**src/ggh_pkg.sv**
```systemverilog
`timescale 1ns / 1ps
// shared constants, types and the arctangent table of the go-to-goal heading controller
// no dependencies; used by every module of the block

package ggh_pkg;

    // sizing of the datapath
    localparam int CORDIC_STEPS    = 16;
    localparam int ANGLE_FRAC_BITS = 12;
    localparam int POSITION_BITS   = 16;

    localparam int ANGLE_W  = ANGLE_FRAC_BITS + 3;   // pose and goal headings
    localparam int TURN_W   = ANGLE_FRAC_BITS + 4;   // turn rate and rounded bearing
    localparam int ERR_W    = TURN_W + 1;            // heading error before and after wrap
    localparam int DIFF_W   = POSITION_BITS + 1;     // position offsets
    localparam int PRESCALE = 14;                    // vectors enter the cordic times 2^14
    localparam int VEC_W    = DIFF_W + PRESCALE + 3; // room for the cordic gain
    localparam int Z_W      = 34;                    // q30 angle accumulator
    localparam int SQ_W     = 2 * POSITION_BITS;     // one squared offset
    localparam int SUM_W    = SQ_W + 1;              // squared distance
    localparam int STEP_W   = $clog2(CORDIC_STEPS);
    localparam int TAB_W    = 5;                     // index width of the arctangent table

    // configuration register widths
    localparam int TOL_W    = 13;
    localparam int GAIN_W   = 4;
    localparam int LIM_W    = 15;
    localparam int WIN_W    = 14;
    localparam int RAD_W    = 12;
    localparam int RADSQ_W  = 2 * RAD_W;
    localparam int CFG_W    = 15;
    localparam int CFG_A_W  = 3;
    localparam int WIDE_W   = ERR_W + LIM_W;         // common width for magnitude compares
    localparam int PROD_W   = ERR_W + GAIN_W;

    // register indexes
    localparam logic [CFG_A_W-1:0] REG_ANGLE_TOL  = 3'd0;
    localparam logic [CFG_A_W-1:0] REG_TURN_GAIN  = 3'd1;
    localparam logic [CFG_A_W-1:0] REG_TURN_LIMIT = 3'd2;
    localparam logic [CFG_A_W-1:0] REG_MIN_TURN   = 3'd3;
    localparam logic [CFG_A_W-1:0] REG_ARRIVE_RAD = 3'd4;
    localparam logic [CFG_A_W-1:0] REG_HEAD_WIN   = 3'd5;

    // register reset values
    localparam logic [TOL_W-1:0] RST_ANGLE_TOL  = 13'd205;
    localparam logic [GAIN_W-1:0] RST_TURN_GAIN = 4'd3;
    localparam logic [LIM_W-1:0] RST_TURN_LIMIT = 15'd4096;
    localparam logic [LIM_W-1:0] RST_MIN_TURN   = 15'd1229;
    localparam logic [RAD_W-1:0] RST_ARRIVE_RAD = 12'd150;
    localparam logic [WIN_W-1:0] RST_HEAD_WIN   = 14'd2145;

    // operation codes
    localparam logic [1:0] OP_ANGLE     = 2'd0;
    localparam logic [1:0] OP_ANGLE_MIN = 2'd1;
    localparam logic [1:0] OP_POINT     = 2'd2;

    // angle constants
    localparam longint PI_Q30    = 64'sd3373259426;
    localparam int     RND_SHIFT = 30 - ANGLE_FRAC_BITS;
    localparam logic signed [Z_W-1:0] PI_Z = Z_W'(PI_Q30);
    localparam logic signed [Z_W-1:0] ROUND_HALF = Z_W'(64'sd1 <<< (RND_SHIFT - 1));
    localparam longint PI_ANGLE = (PI_Q30 + (64'sd1 <<< (RND_SHIFT - 1))) >>> RND_SHIFT;
    localparam logic signed [ERR_W-1:0] PI_ERR     = ERR_W'(PI_ANGLE);
    localparam logic signed [ERR_W-1:0] TWO_PI_ERR = ERR_W'(2 * PI_ANGLE);

    // speed from clamped squared distance: (sq + 5) / 10 by reciprocal multiply
    localparam int SQC_W      = 10;
    localparam int SPEED_W    = 7;
    localparam int RECIP_W    = 13;
    localparam int SPD_SHIFT  = 16;
    localparam int SPD_PROD_W = SQC_W + 1 + RECIP_W;
    localparam logic [SUM_W-1:0]   SQ_MAX     = SUM_W'(1000);
    localparam logic [SUM_W-1:0]   SQ_MIN     = SUM_W'(500);
    localparam logic [SQC_W:0]     SPD_ROUND  = 11'd5;
    localparam logic [RECIP_W-1:0] SPD_RECIP  = 13'd6554;  // ceil(2^16 / 10)

    // stream packing
    localparam int IN_FIELDS_W = 2 * ANGLE_W + 4 * POSITION_BITS;
    localparam int IN_DATA_W   = ((IN_FIELDS_W + 7) / 8) * 8;
    localparam int TH_LSB      = 0;
    localparam int TX_LSB      = TH_LSB + ANGLE_W;
    localparam int TY_LSB      = TX_LSB + POSITION_BITS;
    localparam int CX_LSB      = TY_LSB + POSITION_BITS;
    localparam int CY_LSB      = CX_LSB + POSITION_BITS;
    localparam int CH_LSB      = CY_LSB + POSITION_BITS;
    localparam int OUT_FIELDS_W = SPEED_W + TURN_W;
    localparam int OUT_DATA_W   = ((OUT_FIELDS_W + 7) / 8) * 8;

    typedef struct packed {
        logic signed [VEC_W-1:0] x;
        logic signed [VEC_W-1:0] y;
        logic signed [Z_W-1:0]   z;
    } t_vec;

    typedef struct packed {
        logic [1:0]                op;
        logic                      zero;
        logic signed [ANGLE_W-1:0] th;
        logic signed [ANGLE_W-1:0] ch;
        logic [SQ_W-1:0]           dx2;
        logic [SQ_W-1:0]           dy2;
    } t_side;

    typedef struct packed {
        logic [TOL_W-1:0]   tol;
        logic [GAIN_W-1:0]  gain;
        logic [LIM_W-1:0]   lim;
        logic [LIM_W-1:0]   min_rate;
        logic [WIN_W-1:0]   win;
        logic [RADSQ_W-1:0] rad_sq;
    } t_cfg;

    // atan(2^-i) in q30, truncated
    function automatic logic signed [Z_W-1:0] atan_q30(input logic [TAB_W-1:0] idx);
        logic [31:0] v;
        unique case (idx)
            5'd0:  v = 32'h3243F6A8;
            5'd1:  v = 32'h1DAC6705;
            5'd2:  v = 32'h0FADBAFC;
            5'd3:  v = 32'h07F56EA6;
            5'd4:  v = 32'h03FEAB76;
            5'd5:  v = 32'h01FFD55B;
            5'd6:  v = 32'h00FFFAAA;
            5'd7:  v = 32'h007FFF55;
            5'd8:  v = 32'h003FFFEA;
            5'd9:  v = 32'h001FFFFD;
            5'd10: v = 32'h000FFFFF;
            5'd11: v = 32'h0007FFFF;
            5'd12: v = 32'h0003FFFF;
            5'd13: v = 32'h0001FFFF;
            5'd14: v = 32'h0000FFFF;
            5'd15: v = 32'h00007FFF;
            5'd16: v = 32'h00003FFF;
            5'd17: v = 32'h00001FFF;
            5'd18: v = 32'h00000FFF;
            5'd19: v = 32'h000007FF;
            5'd20: v = 32'h000003FF;
            5'd21: v = 32'h000001FF;
            5'd22: v = 32'h000000FF;
            5'd23: v = 32'h0000007F;
            default: v = 32'h0;
        endcase
        return Z_W'(v);
    endfunction

endpackage

```
**src/ggh_cordic_cell.sv**
```systemverilog
`timescale 1ns / 1ps
// one vectoring cordic step with its own item register and handshake
// depends on ggh_pkg

module ggh_cordic_cell (
    input  logic                         i_clk,
    input  logic                         i_rst_n,
    input  logic [ggh_pkg::STEP_W-1:0]   i_step,
    input  logic                         i_valid,
    output logic                         o_ready,
    input  ggh_pkg::t_vec                i_vec,
    input  ggh_pkg::t_side               i_side,
    input  logic                         i_ready,
    output logic                         o_valid,
    output ggh_pkg::t_vec                o_vec,
    output ggh_pkg::t_side               o_side
);

    logic                               r_valid;
    ggh_pkg::t_vec                      r_vec;
    ggh_pkg::t_side                     r_side;
    ggh_pkg::t_vec                      n_vec;
    logic signed [ggh_pkg::VEC_W-1:0]   w_xs;
    logic signed [ggh_pkg::VEC_W-1:0]   w_ys;
    logic signed [ggh_pkg::Z_W-1:0]     w_atan;
    logic                               w_up;

    assign o_ready = !r_valid || i_ready;
    assign o_valid = r_valid;
    assign o_vec   = r_vec;
    assign o_side  = r_side;

    always_comb begin
        w_xs   = i_vec.x >>> i_step;
        w_ys   = i_vec.y >>> i_step;
        w_atan = ggh_pkg::atan_q30(ggh_pkg::TAB_W'(i_step));
        // rotate clockwise while y is strictly positive
        w_up   = !i_vec.y[ggh_pkg::VEC_W-1] && (i_vec.y != '0);
        if (w_up) begin
            n_vec.x = i_vec.x + w_ys;
            n_vec.y = i_vec.y - w_xs;
            n_vec.z = i_vec.z + w_atan;
        end else begin
            n_vec.x = i_vec.x - w_ys;
            n_vec.y = i_vec.y + w_xs;
            n_vec.z = i_vec.z - w_atan;
        end
    end

    always_ff @(posedge i_clk) begin
        if (!i_rst_n) begin
            r_valid <= 1'b0;
        end else if (o_ready) begin
            r_valid <= i_valid;
        end
    end

    always_ff @(posedge i_clk) begin
        if (o_ready && i_valid) begin
            r_vec  <= n_vec;
            r_side <= i_side;
        end
    end

endmodule

```
**config.mk**
```make
export PLATFORM = sky130hd
export DESIGN_NAME = ggh_cordic_cell
export DESIGN_NICKNAME = d
export VERILOG_FILES = /design/src/ggh_pkg.sv /design/src/ggh_cordic_cell.sv
export SDC_FILE = /design/constraint.sdc
export NUM_CORES = 1
export LEC_CHECK = 0
export BUFFER_PORTS_ARGS = -buffer_cell sky130_fd_sc_hd__buf_2
export CORE_MARGIN = 3
export CORE_UTILIZATION = 40
export CTS_CLUSTER_DIAMETER = 50
export DETAILED_ROUTE_END_ITERATION = 8
export GPL_ROUTABILITY_DRIVEN = 0
export SYNTH_ARGS = -nofsm -noshare
export SYNTH_HDL_FRONTEND = slang
export SYNTH_SLANG_ARGS = --single-unit
```
**constraint.sdc**
```tcl
create_clock -name i_clk -period 13 [get_ports i_clk]
set_input_delay 2.6 -clock i_clk [delete_from_list [all_inputs] [get_ports i_clk]]
set_output_delay 2.6 -clock i_clk [all_outputs]
set_load 0.05 [all_outputs]
```
==> parameters.txt <==
Parameter                              Value

Detailed routing
  1st-pass router iterations    5
  Number of remaining DRC errors    0
  Wire length per cell after detailed routing    slightly above 20 um
  DRC marker count from the first detailed-route iteration    approximately 1400
  Total wire length after detailed routing    around 54000 um
  Via total after detailed routing    about 15000
  Via density    5.84
  Antenna violation net count after detailed routing    0

Place
  Pre-CTS WS    around 3.6 ns
  Count of buffers from port buffering    between 400 and 500
  Dpl hpwl    41600 um

Timing
  Max-slew violation total from the final report    0
  Final worst path period need    around 8.9 ns
  Setup TNS    0 ns
  Unrepaired setup endpoints after global routing    no
  Transition at the pin with the smallest max-transition slack    approximately 1 ns
  Relative slew slack    about a third
  Final hold slack    between 0.5 and 0.6 ns
  Final hold violation count    0
  Portion of the clock cycle consumed by the worst path in the final layout    around 69%
  Final count of negative-setup-slack endpoints    0
  Smallest setup slack after layout    roughly 4.1 ns
  Clock Skew    approximately 0.013 ns
  Maximum frequency from static timing analysis    approximately 110 MHz

Global routing
  Number of antenna violations at the first check in global routing    6
  Pin count of the biggest net entering global routing    78
  Remaining global-route overflow    0
  Overall global routing resource usage    22.6%
  Wire length of the first global-routing pass    about 80000 um
  Number of global-route vias before repair    ~14000

Critical path
  Req. time, crit path    roughly 13 ns
  Type of the worst setup path    in2reg
  Critical path data arrival time    a little over 9 ns
  Element type at the critical path start    input port
  Critical Path Fanout Max    56
  Type of element capturing the critical path    register

Die
  Core area    42100 um^2
  Die ar.    45300 um^2
  I/O pins    between 400 and 500
  Count of standard-cell rows    75
  DIE HEIGHT    213 um
  Initial cell density of the core    between 40% and 50%
  Die width    ~210 um

Yosys
  Simple-gate area share of the yosys netlist    12.8%
  Synthesis Warnings    0
  Register area share after synthesis    between 30% and 40%
  Xor/xnor share of the synthesized area    9.09%
  Area of the mapped netlist    approximately 17000 um^2
  Adder-Cell Fraction of Synth Area    8.40%
  Count of state elements after synthesis    200
  Synthesized netlist net count    approximately 2000
  Distinct cells, synth    just over 80
  Most frequently used flop master after synthesis    sky130_fd_sc_hd__edfxtp_1
  Proportion of synthesized flip-flops having asynchronous set or reset    0%
  Multiplexer area fraction after synthesis    between 10% and 20%
  Compound-Gate Fraction of Synth Area    around 18%
  EDFF count, synth    around 200
  Cells after synthesis    1679
  Main combinational cell family by area after synthesis    compound AO/OA/AOI/OAI gates
  Synth Area per Inst    around 10 um^2

CTS
  Clock buffer count from CTS    17
  Clock tree from TritonCTS    built
  Quantity of gates resized following cts    0
  Post-CTS Setup Inserts    0
  Post-CTS clock slew at the launch and capture registers of the worst setup and hold paths    0.08 ns
  Clock sinks    200
  Root Driver    sky130_fd_sc_hd__clkbuf_16
  Clock latency on the worst-skew pair    roughly 0.46 ns
  CTS Hold Buffers Added    0
  Level count of the clock H-tree    4
  Maximum buffer depth of the clock tree    2

Flow run
  Max Cap Violations    0

Power and ir drop
  Power per cell area    133 nW/um^2
  Pleak    ~8.3 nW
  Maximum ir drop on the vdd rail    approximately 0.074 mV

Finish
  Synthesis-to-finish area growth    17.9%
  # nets final    roughly 2400
  Commonest non-fill, non-tap cells in the layout    sky130_fd_sc_hd__buf_2, sky130_fd_sc_hd__edfxtp_1, sky130_fd_sc_hd__a21oi_1
  Most common cell after layout, fill and taps aside    sky130_fd_sc_hd__buf_2
  Share of cells above drive strength 1    a little under 30%

Outcome
  Run status    completed

Min path
  Hold Path Class    reg2reg
==> sequential cells by signal, indices dropped and copies added, names as in the netlist <==
name and flops:
o_vec 102, o_valid 1, o_side 97
==> metal layers <==
metal | share of wire, % | vias up | track usage, %
met4 | 2.8 | 4 | 7.94
met1 | 41 | 7257 | 28.6
met2 | 49 | 632 | 39.0
met3 | 6.9 | 98 | 4.20
met5 | 0.063 | - | 0
li1 | - | 7141 | -
==> power by group <==
group	switching [mW]	leakage, nW	internal, mW
clock network	0.282	0.306	0.281
logic	0.840	6.05	0.420
registers	0.0209	1.93	0.846
total	1.14	8.29	1.55
==> through the flow <==
stage	power, mW	cells	utilization, %	instance area, um^2
5_1_grt	2.84	2591	47.9	20200
3_3_place_gp	2.13	2556	46.4	19500
3_5_place_dp	2.14	2556	46.4	19500
2_1_floorplan	1.85	1679	-	17100
4_1_cts	2.71	2588	47.8	20200
6_report	2.69	2592	47.9	20200
==> cell usage after synthesis (all sizes together) (6+ instances only) <==
library cell / count / area (um^2)
mux2: 44 / 495
nor2b: 13 / 81.3
edfxtp: 199 / 5980
o21bai: 12 / 90.1
xnor2: 116 / 1020
clkbuf: 36 / 135
or2: 11 / 73.8
mux4: 64 / 1440
xor2: 59 / 517
nand2b: 35 / 219
nor2: 122 / 460
buf: 43 / 239
a221oi: 6 / 52.6
a31o: 9 / 78.8
ha: 110 / 1380
a31oi: 19 / 119
mux2i: 42 / 420
o211ai: 14 / 105
nand2: 133 / 499
o22ai: 17 / 106
and3: 11 / 68.8
and4: 6 / 52.6
nor3: 24 / 141
o21ai: 93 / 469
a211oi: 13 / 97.6
nand4: 14 / 87.6
o31ai: 13 / 118
nand3: 28 / 140
o21a: 17 / 128
and2: 15 / 93.8
a21oi: 144 / 721
nor4: 9 / 56.3
or3: 17 / 106
a21o: 47 / 353
a22oi: 11 / 82.6
inv: 37 / 139
==> critical path, cell delays in order <==
cell and delay (ns):
sky130_fd_sc_hd__buf_4 0.53, sky130_fd_sc_hd__buf_4 0.73, sky130_fd_sc_hd__mux4_2 0.64, sky130_fd_sc_hd__a22o_1 0.22, sky130_fd_sc_hd__a221oi_1 0.31, sky130_fd_sc_hd__a21boi_1 0.35
sky130_fd_sc_hd__nand4_1 0.30, sky130_fd_sc_hd__nand2b_1 0.31, sky130_fd_sc_hd__nor2_1 0.17, sky130_fd_sc_hd__a21oi_1 0.11, sky130_fd_sc_hd__xnor2_1 0.18, sky130_fd_sc_hd__ha_1 0.37
sky130_fd_sc_hd__a21o_1 0.20, sky130_fd_sc_hd__a21o_1 0.18, sky130_fd_sc_hd__a221o_1 0.34, sky130_fd_sc_hd__a31oi_1 0.35, sky130_fd_sc_hd__nand2b_1 0.16, sky130_fd_sc_hd__a21oi_1 0.09
sky130_fd_sc_hd__a2111oi_0 0.65, sky130_fd_sc_hd__a21oi_1 0.17, sky130_fd_sc_hd__xor2_1 0.17
==> final timing paths <==
kind | cells after the start | endpoint | slack [ns] | start
hold / removal | 2 | o_valid | 0.55 | o_valid
hold reg to reg | 2 | o_valid | 0.55 | o_valid
setup / recovery | 21 | o_vec[100] | 4.06 | i_step[0]
setup reg to reg | 4 | o_vec[88] | 9.78 | o_valid
==> final cells by class <==
| type | instances | area [um^2] |
|---|---|---|
| Tap cell | 539 | 674 |
| Inverter | 37 | 139 |
| Clock inverter | 15 | 201 |
| Fill cell | 4016 | 22000 |
| Multi-Input combinational cell | 1363 | 10600 |
| Clock buffer | 17 | 425 |
| Antenna cell | 4 | 10.0 |
| Timing Repair Buffer | 417 | 2120 |
| Sequential cell | 200 | 6000 |
==> cells by family (layout without fill, tap and decap cells) <==
group,Yosys count,in the layout
fa+ha+maj,113,113
mux,150,150
buf+inv,116,486
compound gates,474,474
simple gates,450,450
flops,200,200
xor+xnor,176,176
other cells,0,4
No activity file was read; power rests on OpenSTA's default activity.
