`config.mk`:
```
export PLATFORM = sky130hd
export DESIGN_NAME = ggh_post
export DESIGN_NICKNAME = d
export VERILOG_FILES = /design/src/ggh_pkg.sv /design/src/ggh_post.sv
export SDC_FILE = /design/constraint.sdc
export NUM_CORES = 1
export LEC_CHECK = 0
export ABC_CLOCK_PERIOD_IN_PS = 6900
export BUFFER_PORTS_ARGS = -buffer_cell sky130_fd_sc_hd__buf_2
export CAP_MARGIN = 15
export CORE_MARGIN = 2
export CORE_UTILIZATION = 37
export CTS_BUF_LIST = sky130_fd_sc_hd__clkbuf_2
export DETAILED_ROUTE_END_ITERATION = 8
export GPL_ROUTABILITY_DRIVEN = 0
export PLACE_DENSITY = 0.55
export SLEW_MARGIN = 20
export SYNTH_ARGS = -nofsm -noshare
export SYNTH_HDL_FRONTEND = slang
export SYNTH_SLANG_ARGS = --single-unit
```
`constraint.sdc`:
```
create_clock -name i_clk -period 6.9 [get_ports i_clk]
set_input_delay 1.035 -clock i_clk [delete_from_list [all_inputs] [get_ports i_clk]]
set_output_delay 1.035 -clock i_clk [all_outputs]
set_load 0.02 [all_outputs]
```
`src/ggh_pkg.sv`:
```
`timescale 1ns / 1ps
// shared constants, types and the arctangent table of the go-to-goal heading controller
// no dependencies; used by every module of the block

package ggh_pkg;

    // sizing of the datapath
    localparam int CORDIC_STEPS    = 16;
    localparam int ANGLE_FRAC_BITS = 12;
    localparam int POSITION_BITS   = 16;

    localparam int ANGLE_W  = ANGLE_FRAC_BITS + 3;   // pose and goal headings
    localparam int TURN_W   = ANGLE_FRAC_BITS + 4;   // turn rate and rounded bearing
    localparam int ERR_W    = TURN_W + 1;            // heading error before and after wrap
    localparam int DIFF_W   = POSITION_BITS + 1;     // position offsets
    localparam int PRESCALE = 14;                    // vectors enter the cordic times 2^14
    localparam int VEC_W    = DIFF_W + PRESCALE + 3; // room for the cordic gain
    localparam int Z_W      = 34;                    // q30 angle accumulator
    localparam int SQ_W     = 2 * POSITION_BITS;     // one squared offset
    localparam int SUM_W    = SQ_W + 1;              // squared distance
    localparam int STEP_W   = $clog2(CORDIC_STEPS);
    localparam int TAB_W    = 5;                     // index width of the arctangent table

    // configuration register widths
    localparam int TOL_W    = 13;
    localparam int GAIN_W   = 4;
    localparam int LIM_W    = 15;
    localparam int WIN_W    = 14;
    localparam int RAD_W    = 12;
    localparam int RADSQ_W  = 2 * RAD_W;
    localparam int CFG_W    = 15;
    localparam int CFG_A_W  = 3;
    localparam int WIDE_W   = ERR_W + LIM_W;         // common width for magnitude compares
    localparam int PROD_W   = ERR_W + GAIN_W;

    // register indexes
    localparam logic [CFG_A_W-1:0] REG_ANGLE_TOL  = 3'd0;
    localparam logic [CFG_A_W-1:0] REG_TURN_GAIN  = 3'd1;
    localparam logic [CFG_A_W-1:0] REG_TURN_LIMIT = 3'd2;
    localparam logic [CFG_A_W-1:0] REG_MIN_TURN   = 3'd3;
    localparam logic [CFG_A_W-1:0] REG_ARRIVE_RAD = 3'd4;
    localparam logic [CFG_A_W-1:0] REG_HEAD_WIN   = 3'd5;

    // register reset values
    localparam logic [TOL_W-1:0] RST_ANGLE_TOL  = 13'd205;
    localparam logic [GAIN_W-1:0] RST_TURN_GAIN = 4'd3;
    localparam logic [LIM_W-1:0] RST_TURN_LIMIT = 15'd4096;
    localparam logic [LIM_W-1:0] RST_MIN_TURN   = 15'd1229;
    localparam logic [RAD_W-1:0] RST_ARRIVE_RAD = 12'd150;
    localparam logic [WIN_W-1:0] RST_HEAD_WIN   = 14'd2145;

    // operation codes
    localparam logic [1:0] OP_ANGLE     = 2'd0;
    localparam logic [1:0] OP_ANGLE_MIN = 2'd1;
    localparam logic [1:0] OP_POINT     = 2'd2;

    // angle constants
    localparam longint PI_Q30    = 64'sd3373259426;
    localparam int     RND_SHIFT = 30 - ANGLE_FRAC_BITS;
    localparam logic signed [Z_W-1:0] PI_Z = Z_W'(PI_Q30);
    localparam logic signed [Z_W-1:0] ROUND_HALF = Z_W'(64'sd1 <<< (RND_SHIFT - 1));
    localparam longint PI_ANGLE = (PI_Q30 + (64'sd1 <<< (RND_SHIFT - 1))) >>> RND_SHIFT;
    localparam logic signed [ERR_W-1:0] PI_ERR     = ERR_W'(PI_ANGLE);
    localparam logic signed [ERR_W-1:0] TWO_PI_ERR = ERR_W'(2 * PI_ANGLE);

    // speed from clamped squared distance: (sq + 5) / 10 by reciprocal multiply
    localparam int SQC_W      = 10;
    localparam int SPEED_W    = 7;
    localparam int RECIP_W    = 13;
    localparam int SPD_SHIFT  = 16;
    localparam int SPD_PROD_W = SQC_W + 1 + RECIP_W;
    localparam logic [SUM_W-1:0]   SQ_MAX     = SUM_W'(1000);
    localparam logic [SUM_W-1:0]   SQ_MIN     = SUM_W'(500);
    localparam logic [SQC_W:0]     SPD_ROUND  = 11'd5;
    localparam logic [RECIP_W-1:0] SPD_RECIP  = 13'd6554;  // ceil(2^16 / 10)

    // stream packing
    localparam int IN_FIELDS_W = 2 * ANGLE_W + 4 * POSITION_BITS;
    localparam int IN_DATA_W   = ((IN_FIELDS_W + 7) / 8) * 8;
    localparam int TH_LSB      = 0;
    localparam int TX_LSB      = TH_LSB + ANGLE_W;
    localparam int TY_LSB      = TX_LSB + POSITION_BITS;
    localparam int CX_LSB      = TY_LSB + POSITION_BITS;
    localparam int CY_LSB      = CX_LSB + POSITION_BITS;
    localparam int CH_LSB      = CY_LSB + POSITION_BITS;
    localparam int OUT_FIELDS_W = SPEED_W + TURN_W;
    localparam int OUT_DATA_W   = ((OUT_FIELDS_W + 7) / 8) * 8;

    typedef struct packed {
        logic signed [VEC_W-1:0] x;
        logic signed [VEC_W-1:0] y;
        logic signed [Z_W-1:0]   z;
    } t_vec;

    typedef struct packed {
        logic [1:0]                op;
        logic                      zero;
        logic signed [ANGLE_W-1:0] th;
        logic signed [ANGLE_W-1:0] ch;
        logic [SQ_W-1:0]           dx2;
        logic [SQ_W-1:0]           dy2;
    } t_side;

    typedef struct packed {
        logic [TOL_W-1:0]   tol;
        logic [GAIN_W-1:0]  gain;
        logic [LIM_W-1:0]   lim;
        logic [LIM_W-1:0]   min_rate;
        logic [WIN_W-1:0]   win;
        logic [RADSQ_W-1:0] rad_sq;
    } t_cfg;

    // atan(2^-i) in q30, truncated
    function automatic logic signed [Z_W-1:0] atan_q30(input logic [TAB_W-1:0] idx);
        logic [31:0] v;
        unique case (idx)
            5'd0:  v = 32'h3243F6A8;
            5'd1:  v = 32'h1DAC6705;
            5'd2:  v = 32'h0FADBAFC;
            5'd3:  v = 32'h07F56EA6;
            5'd4:  v = 32'h03FEAB76;
            5'd5:  v = 32'h01FFD55B;
            5'd6:  v = 32'h00FFFAAA;
            5'd7:  v = 32'h007FFF55;
            5'd8:  v = 32'h003FFFEA;
            5'd9:  v = 32'h001FFFFD;
            5'd10: v = 32'h000FFFFF;
            5'd11: v = 32'h0007FFFF;
            5'd12: v = 32'h0003FFFF;
            5'd13: v = 32'h0001FFFF;
            5'd14: v = 32'h0000FFFF;
            5'd15: v = 32'h00007FFF;
            5'd16: v = 32'h00003FFF;
            5'd17: v = 32'h00001FFF;
            5'd18: v = 32'h00000FFF;
            5'd19: v = 32'h000007FF;
            5'd20: v = 32'h000003FF;
            5'd21: v = 32'h000001FF;
            5'd22: v = 32'h000000FF;
            5'd23: v = 32'h0000007F;
            default: v = 32'h0;
        endcase
        return Z_W'(v);
    endfunction

endpackage

```
`src/ggh_post.sv`:
```
`timescale 1ns / 1ps
// back end: bearing rounding, error wrap, gain and clamp, speed and mode selection
// depends on ggh_pkg; the last stage is the output register

module ggh_post (
    input  logic                                i_clk,
    input  logic                                i_rst_n,
    input  ggh_pkg::t_cfg                       i_cfg,
    input  logic                                i_valid,
    output logic                                o_ready,
    input  logic signed [ggh_pkg::Z_W-1:0]      i_z,
    input  ggh_pkg::t_side                      i_side,
    input  logic                                i_ready,
    output logic                                o_valid,
    output logic                                o_arrived,
    output logic [ggh_pkg::SPEED_W-1:0]         o_speed,
    output logic signed [ggh_pkg::TURN_W-1:0]   o_turn
);

    // stage a: squared distance, rounded bearing, raw error
    logic                                   r_a_valid;
    logic                                   r_a_point;
    logic                                   r_a_minmode;
    logic                                   r_a_near;
    logic [ggh_pkg::SQC_W-1:0]              r_a_sqc;
    logic signed [ggh_pkg::ERR_W-1:0]       r_a_diff;
    // stage b: wrapped error, speed
    logic                                   r_b_valid;
    logic                                   r_b_point;
    logic                                   r_b_minmode;
    logic                                   r_b_near;
    logic [ggh_pkg::SPEED_W-1:0]            r_b_speed;
    logic signed [ggh_pkg::ERR_W-1:0]       r_b_err;
    // stage c: magnitude, compares, gain product
    logic                                   r_c_valid;
    logic                                   r_c_point;
    logic                                   r_c_minmode;
    logic                                   r_c_near;
    logic [ggh_pkg::SPEED_W-1:0]            r_c_speed;
    logic signed [ggh_pkg::ERR_W-1:0]       r_c_err;
    logic                                   r_c_neg;
    logic                                   r_c_below_tol;
    logic                                   r_c_in_win;
    logic [ggh_pkg::PROD_W-1:0]             r_c_prod;
    // stage d: output register
    logic                                   r_d_valid;
    logic                                   r_d_arrived;
    logic [ggh_pkg::SPEED_W-1:0]            r_d_speed;
    logic signed [ggh_pkg::TURN_W-1:0]      r_d_turn;

    logic w_rdy_b;
    logic w_rdy_c;
    logic w_rdy_d;

    logic [ggh_pkg::SUM_W-1:0]              w_sq;
    logic [ggh_pkg::SQC_W-1:0]              w_sqc;
    logic signed [ggh_pkg::Z_W-1:0]         w_zr;
    logic signed [ggh_pkg::TURN_W-1:0]      w_bear;
    logic signed [ggh_pkg::ERR_W-1:0]       n_a_diff;
    logic signed [ggh_pkg::ERR_W-1:0]       n_b_err;
    logic [ggh_pkg::SPD_PROD_W-1:0]         w_spd_prod;
    logic [ggh_pkg::ERR_W-1:0]              w_mag;
    logic [ggh_pkg::WIDE_W-1:0]             w_prod_w;
    logic [ggh_pkg::WIDE_W-1:0]             w_lim_w;
    logic [ggh_pkg::WIDE_W-1:0]             w_min_w;
    logic                                   w_over;
    logic                                   w_nz;
    logic                                   w_low;
    logic [ggh_pkg::LIM_W-1:0]              w_tmag;
    logic [ggh_pkg::LIM_W-1:0]              w_omag;
    logic signed [ggh_pkg::TURN_W-1:0]      w_gturn;
    logic                                   n_d_arrived;
    logic [ggh_pkg::SPEED_W-1:0]            n_d_speed;
    logic signed [ggh_pkg::TURN_W-1:0]      n_d_turn;

    assign w_rdy_d = !r_d_valid || i_ready;
    assign w_rdy_c = !r_c_valid || w_rdy_d;
    assign w_rdy_b = !r_b_valid || w_rdy_c;
    assign o_ready = !r_a_valid || w_rdy_b;

    assign o_valid   = r_d_valid;
    assign o_arrived = r_d_arrived;
    assign o_speed   = r_d_speed;
    assign o_turn    = r_d_turn;

    // stage a
    always_comb begin
        w_sq = ggh_pkg::SUM_W'(i_side.dx2) + ggh_pkg::SUM_W'(i_side.dy2);
        if (w_sq > ggh_pkg::SQ_MAX) begin
            w_sqc = ggh_pkg::SQC_W'(ggh_pkg::SQ_MAX);
        end else if (w_sq < ggh_pkg::SQ_MIN) begin
            w_sqc = ggh_pkg::SQC_W'(ggh_pkg::SQ_MIN);
        end else begin
            w_sqc = w_sq[ggh_pkg::SQC_W-1:0];
        end
        w_zr   = i_z + ggh_pkg::ROUND_HALF;
        // goal on the robot has bearing zero
        w_bear = i_side.zero ? '0 : ggh_pkg::TURN_W'(w_zr >>> ggh_pkg::RND_SHIFT);
        if (i_side.op[1]) begin
            n_a_diff = ggh_pkg::ERR_W'(w_bear) - ggh_pkg::ERR_W'(i_side.ch);
        end else begin
            n_a_diff = ggh_pkg::ERR_W'(i_side.th) - ggh_pkg::ERR_W'(i_side.ch);
        end
    end

    // stage b
    always_comb begin
        if (r_a_diff > ggh_pkg::PI_ERR) begin
            n_b_err = r_a_diff - ggh_pkg::TWO_PI_ERR;
        end else if (r_a_diff < -ggh_pkg::PI_ERR) begin
            n_b_err = r_a_diff + ggh_pkg::TWO_PI_ERR;
        end else begin
            n_b_err = r_a_diff;
        end
        w_spd_prod = ggh_pkg::SPD_PROD_W'(ggh_pkg::SQC_W'(r_a_sqc) + ggh_pkg::SPD_ROUND)
                   * ggh_pkg::SPD_PROD_W'(ggh_pkg::SPD_RECIP);
    end

    // stage c
    always_comb begin
        w_mag = r_b_err[ggh_pkg::ERR_W-1] ? ggh_pkg::ERR_W'(-r_b_err)
                                          : ggh_pkg::ERR_W'(r_b_err);
    end

    // stage d: |clamp(err * gain)| = min(|err| * gain, limit), sign from err
    always_comb begin
        w_prod_w = ggh_pkg::WIDE_W'(r_c_prod);
        w_lim_w  = ggh_pkg::WIDE_W'(i_cfg.lim);
        w_min_w  = ggh_pkg::WIDE_W'(i_cfg.min_rate);
        w_over   = w_prod_w > w_lim_w;
        w_tmag   = w_over ? i_cfg.lim : ggh_pkg::LIM_W'(r_c_prod);
        w_nz     = w_over ? (i_cfg.lim != '0) : (r_c_prod != '0);
        w_low    = r_c_minmode && w_nz &&
                   (w_over ? (w_lim_w < w_min_w) : (w_prod_w < w_min_w));
        w_omag   = w_low ? i_cfg.min_rate : w_tmag;
        w_gturn  = r_c_neg ? -ggh_pkg::TURN_W'(w_omag) : ggh_pkg::TURN_W'(w_omag);

        n_d_arrived = 1'b0;
        n_d_speed   = '0;
        n_d_turn    = '0;
        if (!r_c_point) begin
            n_d_arrived = r_c_below_tol;
            n_d_turn    = r_c_below_tol ? '0 : w_gturn;
        end else if (r_c_near) begin
            n_d_arrived = 1'b1;
        end else if (!r_c_in_win) begin
            // turn in place; inside tolerance it just holds still
            n_d_turn = r_c_below_tol ? '0 : w_gturn;
        end else begin
            n_d_speed = r_c_speed;
            n_d_turn  = ggh_pkg::TURN_W'(r_c_err);
        end
    end

    always_ff @(posedge i_clk) begin
        if (!i_rst_n) begin
            r_a_valid <= 1'b0;
            r_b_valid <= 1'b0;
            r_c_valid <= 1'b0;
            r_d_valid <= 1'b0;
        end else begin
            if (o_ready) begin
                r_a_valid <= i_valid;
            end
            if (w_rdy_b) begin
                r_b_valid <= r_a_valid;
            end
            if (w_rdy_c) begin
                r_c_valid <= r_b_valid;
            end
            if (w_rdy_d) begin
                r_d_valid <= r_c_valid;
            end
        end
    end

    always_ff @(posedge i_clk) begin
        if (o_ready && i_valid) begin
            r_a_point   <= i_side.op[1];
            r_a_minmode <= (i_side.op == ggh_pkg::OP_ANGLE_MIN);
            r_a_near    <= w_sq < ggh_pkg::SUM_W'(i_cfg.rad_sq);
            r_a_sqc     <= w_sqc;
            r_a_diff    <= n_a_diff;
        end
        if (w_rdy_b && r_a_valid) begin
            r_b_point   <= r_a_point;
            r_b_minmode <= r_a_minmode;
            r_b_near    <= r_a_near;
            r_b_speed   <= w_spd_prod[ggh_pkg::SPD_SHIFT +: ggh_pkg::SPEED_W];
            r_b_err     <= n_b_err;
        end
        if (w_rdy_c && r_b_valid) begin
            r_c_point     <= r_b_point;
            r_c_minmode   <= r_b_minmode;
            r_c_near      <= r_b_near;
            r_c_speed     <= r_b_speed;
            r_c_err       <= r_b_err;
            r_c_neg       <= r_b_err[ggh_pkg::ERR_W-1];
            r_c_below_tol <= ggh_pkg::WIDE_W'(w_mag) < ggh_pkg::WIDE_W'(i_cfg.tol);
            r_c_in_win    <= ggh_pkg::WIDE_W'(w_mag) <= ggh_pkg::WIDE_W'(i_cfg.win);
            r_c_prod      <= ggh_pkg::PROD_W'(w_mag) * ggh_pkg::PROD_W'(i_cfg.gain);
        end
        if (w_rdy_d && r_c_valid) begin
            r_d_arrived <= n_d_arrived;
            r_d_speed   <= n_d_speed;
            r_d_turn    <= n_d_turn;
        end
    end

endmodule
```
==> results.py <==
metrics = {
    "timing": {
        "max_slew_margin_pct": 36.1,
        "rsz0062_at_grt": "false",
        "hold_ws_ns": 0.413,
        "period_share_pct": 91.9,
        "timing_max_transition_violations_final": 0,
        "skew_ns": 0.0539,
        "setup_slack_ns": 0.557,
        "fmax_mhz": 158,
        "setup_tns_ns": 0,
        "setup_viol": 0,
        "tightest_slew_ns": 0.958,
        "fin_crit_ns": 6.34,
        "final_hold_viol_count": 0,
    },
    "worst_setup_path": {
        "start_kind": "flip-flop",
        "cp_cell_sequence": "ha_1, o2111ai_1, nor2_1, xor2_1, ha_1, xor2_1, ha_1, inv_1, fa_1, inv_1, fa_1, fa_1, ha_1, a21o_1, a21o_1, a221o_1, a31oi_1, o21a_1, o21ai_0, o41ai_1, xnor2_1",
        "path_class": "reg -> reg",
        "slowest_stage": "edfxtp_1",
        "path_max_fanout": 5,
        "required_ns": 7.36,
        "critPathMaxStageDelay_ns": 0.56,
        "crit_top_cell": "ha_1",
        "arrival_ns": 6.81,
        "endpoint_kind": "flip-flop",
    },
    "route": {
        "wl_per_cell_um": 16.0,
        "drt_iter0_markers": 701,
        "via_per_inst": 5.21,
        "ant_nets": 0,
        "dr.pass1.iters": 5,
        "drc": 0,
        "finalWirelength_mm": 42.6,
        "vias": 13800,
    },
    "worst_hold_path": {
        "hold_path.class": "reg -> reg",
    },
    "grt": {
        "grt_max_degree": 51,
        "grt_overflow_total": 0,
        "antenna_found_initial": 2,
        "globalRouteTotalUtil_pct": 18.3,
        "grt_pass1_wl_mm": 69.4,
        "grt_pass1_vias": 13900,
    },
    "cts": {
        "htreeDepth": 4,
        "cts.repair.resized": 0,
        "cts_num_sinks": 135,
        "cts_root_buffer": "clkbuf_2",
        "worst_skew_pair.late_latency_ns": 0.72,
        "clk_path_buf_depth": 2,
        "hold_buffers": 0,
        "path_clk_slew_ns": 0.27,
        "post_cts_buffers": 0,
        "numCtsBuffers": 17,
        "cts_tree": "built",
    },
    "yosys": {
        "synth-seq-cells": 135,
        "synth_edf_count": 131,
        "yosys_warnings": 0,
        "ys_seq_area_share_pct": 24.4,
        "synth_common_cells": "249 x ha_1, 210 x inv_1, 151 x nand2_1, 131 x edfxtp_1, 126 x nor2_1",
        "syn_inst": 1838,
        "synth_cell_types": 97,
        "synth.top_cell.area_share_pct": 23.9,
        "synth.area.top_cells": "edfxtp_1 24%, ha_1 19%, fa_1 7.4%",
        "synthArstFlopShare_pct": 0,
        "syn_area_um2": 16500,
        "syn-num-nets": 2368,
        "yosysMostFrequentCell": "ha_1",
        "avgSynthCellArea_um2": 8.96,
        "synthFlopType": "edfxtp_1",
        "yosys.area.top_type": "edfxtp_1",
    },
    "die": {
        "dieArea_um2": 46200,
        "die_w_um": 215,
        "initial_core_util_pct": 37.4,
        "core_area_um2": 44000,
        "io_pins": 246,
        "die_h_um": 215,
        "rows": 77,
    },
    "pwr": {
        "cellLeakagePower_nw": 8.56,
        "p_sw_w": 0.00158,
        "peakVddDrop_mv": 0.0977,
        "p_sw_share_pct": 42.8,
        "internal_power_w": 0.00210,
        "combPwrFrac_pct": 56.3,
        "clockPowerShare_pct": 13.3,
        "cellPowerDensity_nw_per_um2": 199,
        "seqPwrFrac_pct": 30.5,
    },
    "cells_and_area": {
        "syn_to_final_growth_pct": 12.4,
        "fin_util_pct": 42.0,
        "layout-drive-gt1-share_pct": 15.1,
        "nNetsFinal": 2581,
        "stdcell_area_um2": 18500,
    },
    "flow_run": {
        "maxCapViolations": 0,
    },
    "placed_design": {
        "post-dp-hpwl_mm": 35.7,
        "dp_slack_ns": 0.592,
        "placed_cell_area_um2": 18300,
        "port_buffers": 228,
    },
    "outcome": {
        "outcome": "finished, final reports clean",
    },
}
[layout make-up]
class,instances,area [um2]
diodes,1,2.50
clock buffers,17,85.1
clock inverters,15,159
fillers,4438,25500
inverters,210,788
multi-input cells,1451,11500
flip-flops and latches,135,4010
well taps,592,741
repair buffers,236,1200
[through the flow]
stage	power (W)	std cells
detailed placement	0.00321	2624
global placement	0.00317	2624
floorplan	0.00269	1838
global route	0.00409	2657
CTS	0.00374	2656
finish	0.00368	2657
[cell families after synthesis]
kind of cell             after synthesis  share of synthesized area [%]
AND/OR/NAND/NOR                      555                           17.0
AO/OA/AOI/OAI                        423                           17.4
adder cells (fa/ha/maj)              310                           26.3
buffers and inverters                252                           5.88
XOR/XNOR                             137                           7.33
flip-flops                           135                           24.4
multiplexers                          26                           1.70
[worst paths after layout]
kind | startpoint | end | slack [ns] | cells past startpoint
hold reg to reg | r_b_speed[5] | r_c_speed[5] | 0.41 | 0
hold / removal | r_b_speed[5] | r_c_speed[5] | 0.41 | 0
setup / recovery | r_a_sqc[1] | r_b_speed[6] | 0.56 | 21
setup reg to reg | r_a_sqc[1] | r_b_speed[6] | 0.56 | 21
[critical path, delay by kind of cell, from the launching register on]
family                   cells  cell delay (ns)
adder cells (fa/ha/maj)      7             2.71
flip-flops                   1             0.56
XOR/XNOR                     3             0.66
AO/OA/AOI/OAI                8             1.95
buffers and inverters        2             0.11
AND/OR/NAND/NOR              1             0.11
[power by group through the flow]
stage | clock network (W) | logic, W | registers [W]
after floorplan | 0 | 0.00159 | 0.00110
after global placement | 0 | 0.00203 | 0.00114
after detailed placement | 0 | 0.00207 | 0.00114
after CTS | 0.000518 | 0.00210 | 0.00112
after global routing | 0.000552 | 0.00240 | 0.00113
final | 0.000489 | 0.00207 | 0.00112
[routing by layer]
metal | wire length (um) | global-route usage (%) | part of all wire, %
met1 | 20100 | 25.1 | 47
met2 | 19400 | 30.3 | 46
met3 | 2610 | 2.96 | 6.1
met4 | 512 | 3.95 | 1.2
met5 | 13 | 0 | 0.030
[flip-flops by register name, indices dropped and copies added (netlist names), 7 cells and up]
signal and count:
r_c_speed 7, r_c_prod 21, r_a_diff 17, o_turn 16, r_b_speed 7, r_c_err 16
r_a_sqc 10, r_b_err 17, o_speed 7
[placed cells by master (no fill, tap or decap), types with 6 or more instances in the layout]
cell type	instances
ha_1	249
buf_2	228
inv_1	210
nand2_1	151
edfxtp_1	131
nor2_1	126
o21ai_0	100
xnor2_1	92
a21oi_1	91
fa_1	61
xor2_1	44
a21o_1	42
nand3_1	39
and2_1	39
nor3_1	38
nand4_1	26
o21a_1	24
nor2b_1	22
nand2b_1	20
mux2i_1	19
a31oi_1	17
clkbuf_2	17
and3_1	15
nor4_1	14
or3_1	13
a211oi_1	13
a21boi_0	12
o31ai_1	11
o21bai_1	11
o41ai_1	9
and4_1	8
a22o_1	8
buf_4	8
o211ai_1	7
or4_1	6
nand3b_1	6
No activity file was read; power rests on OpenSTA's default activity.
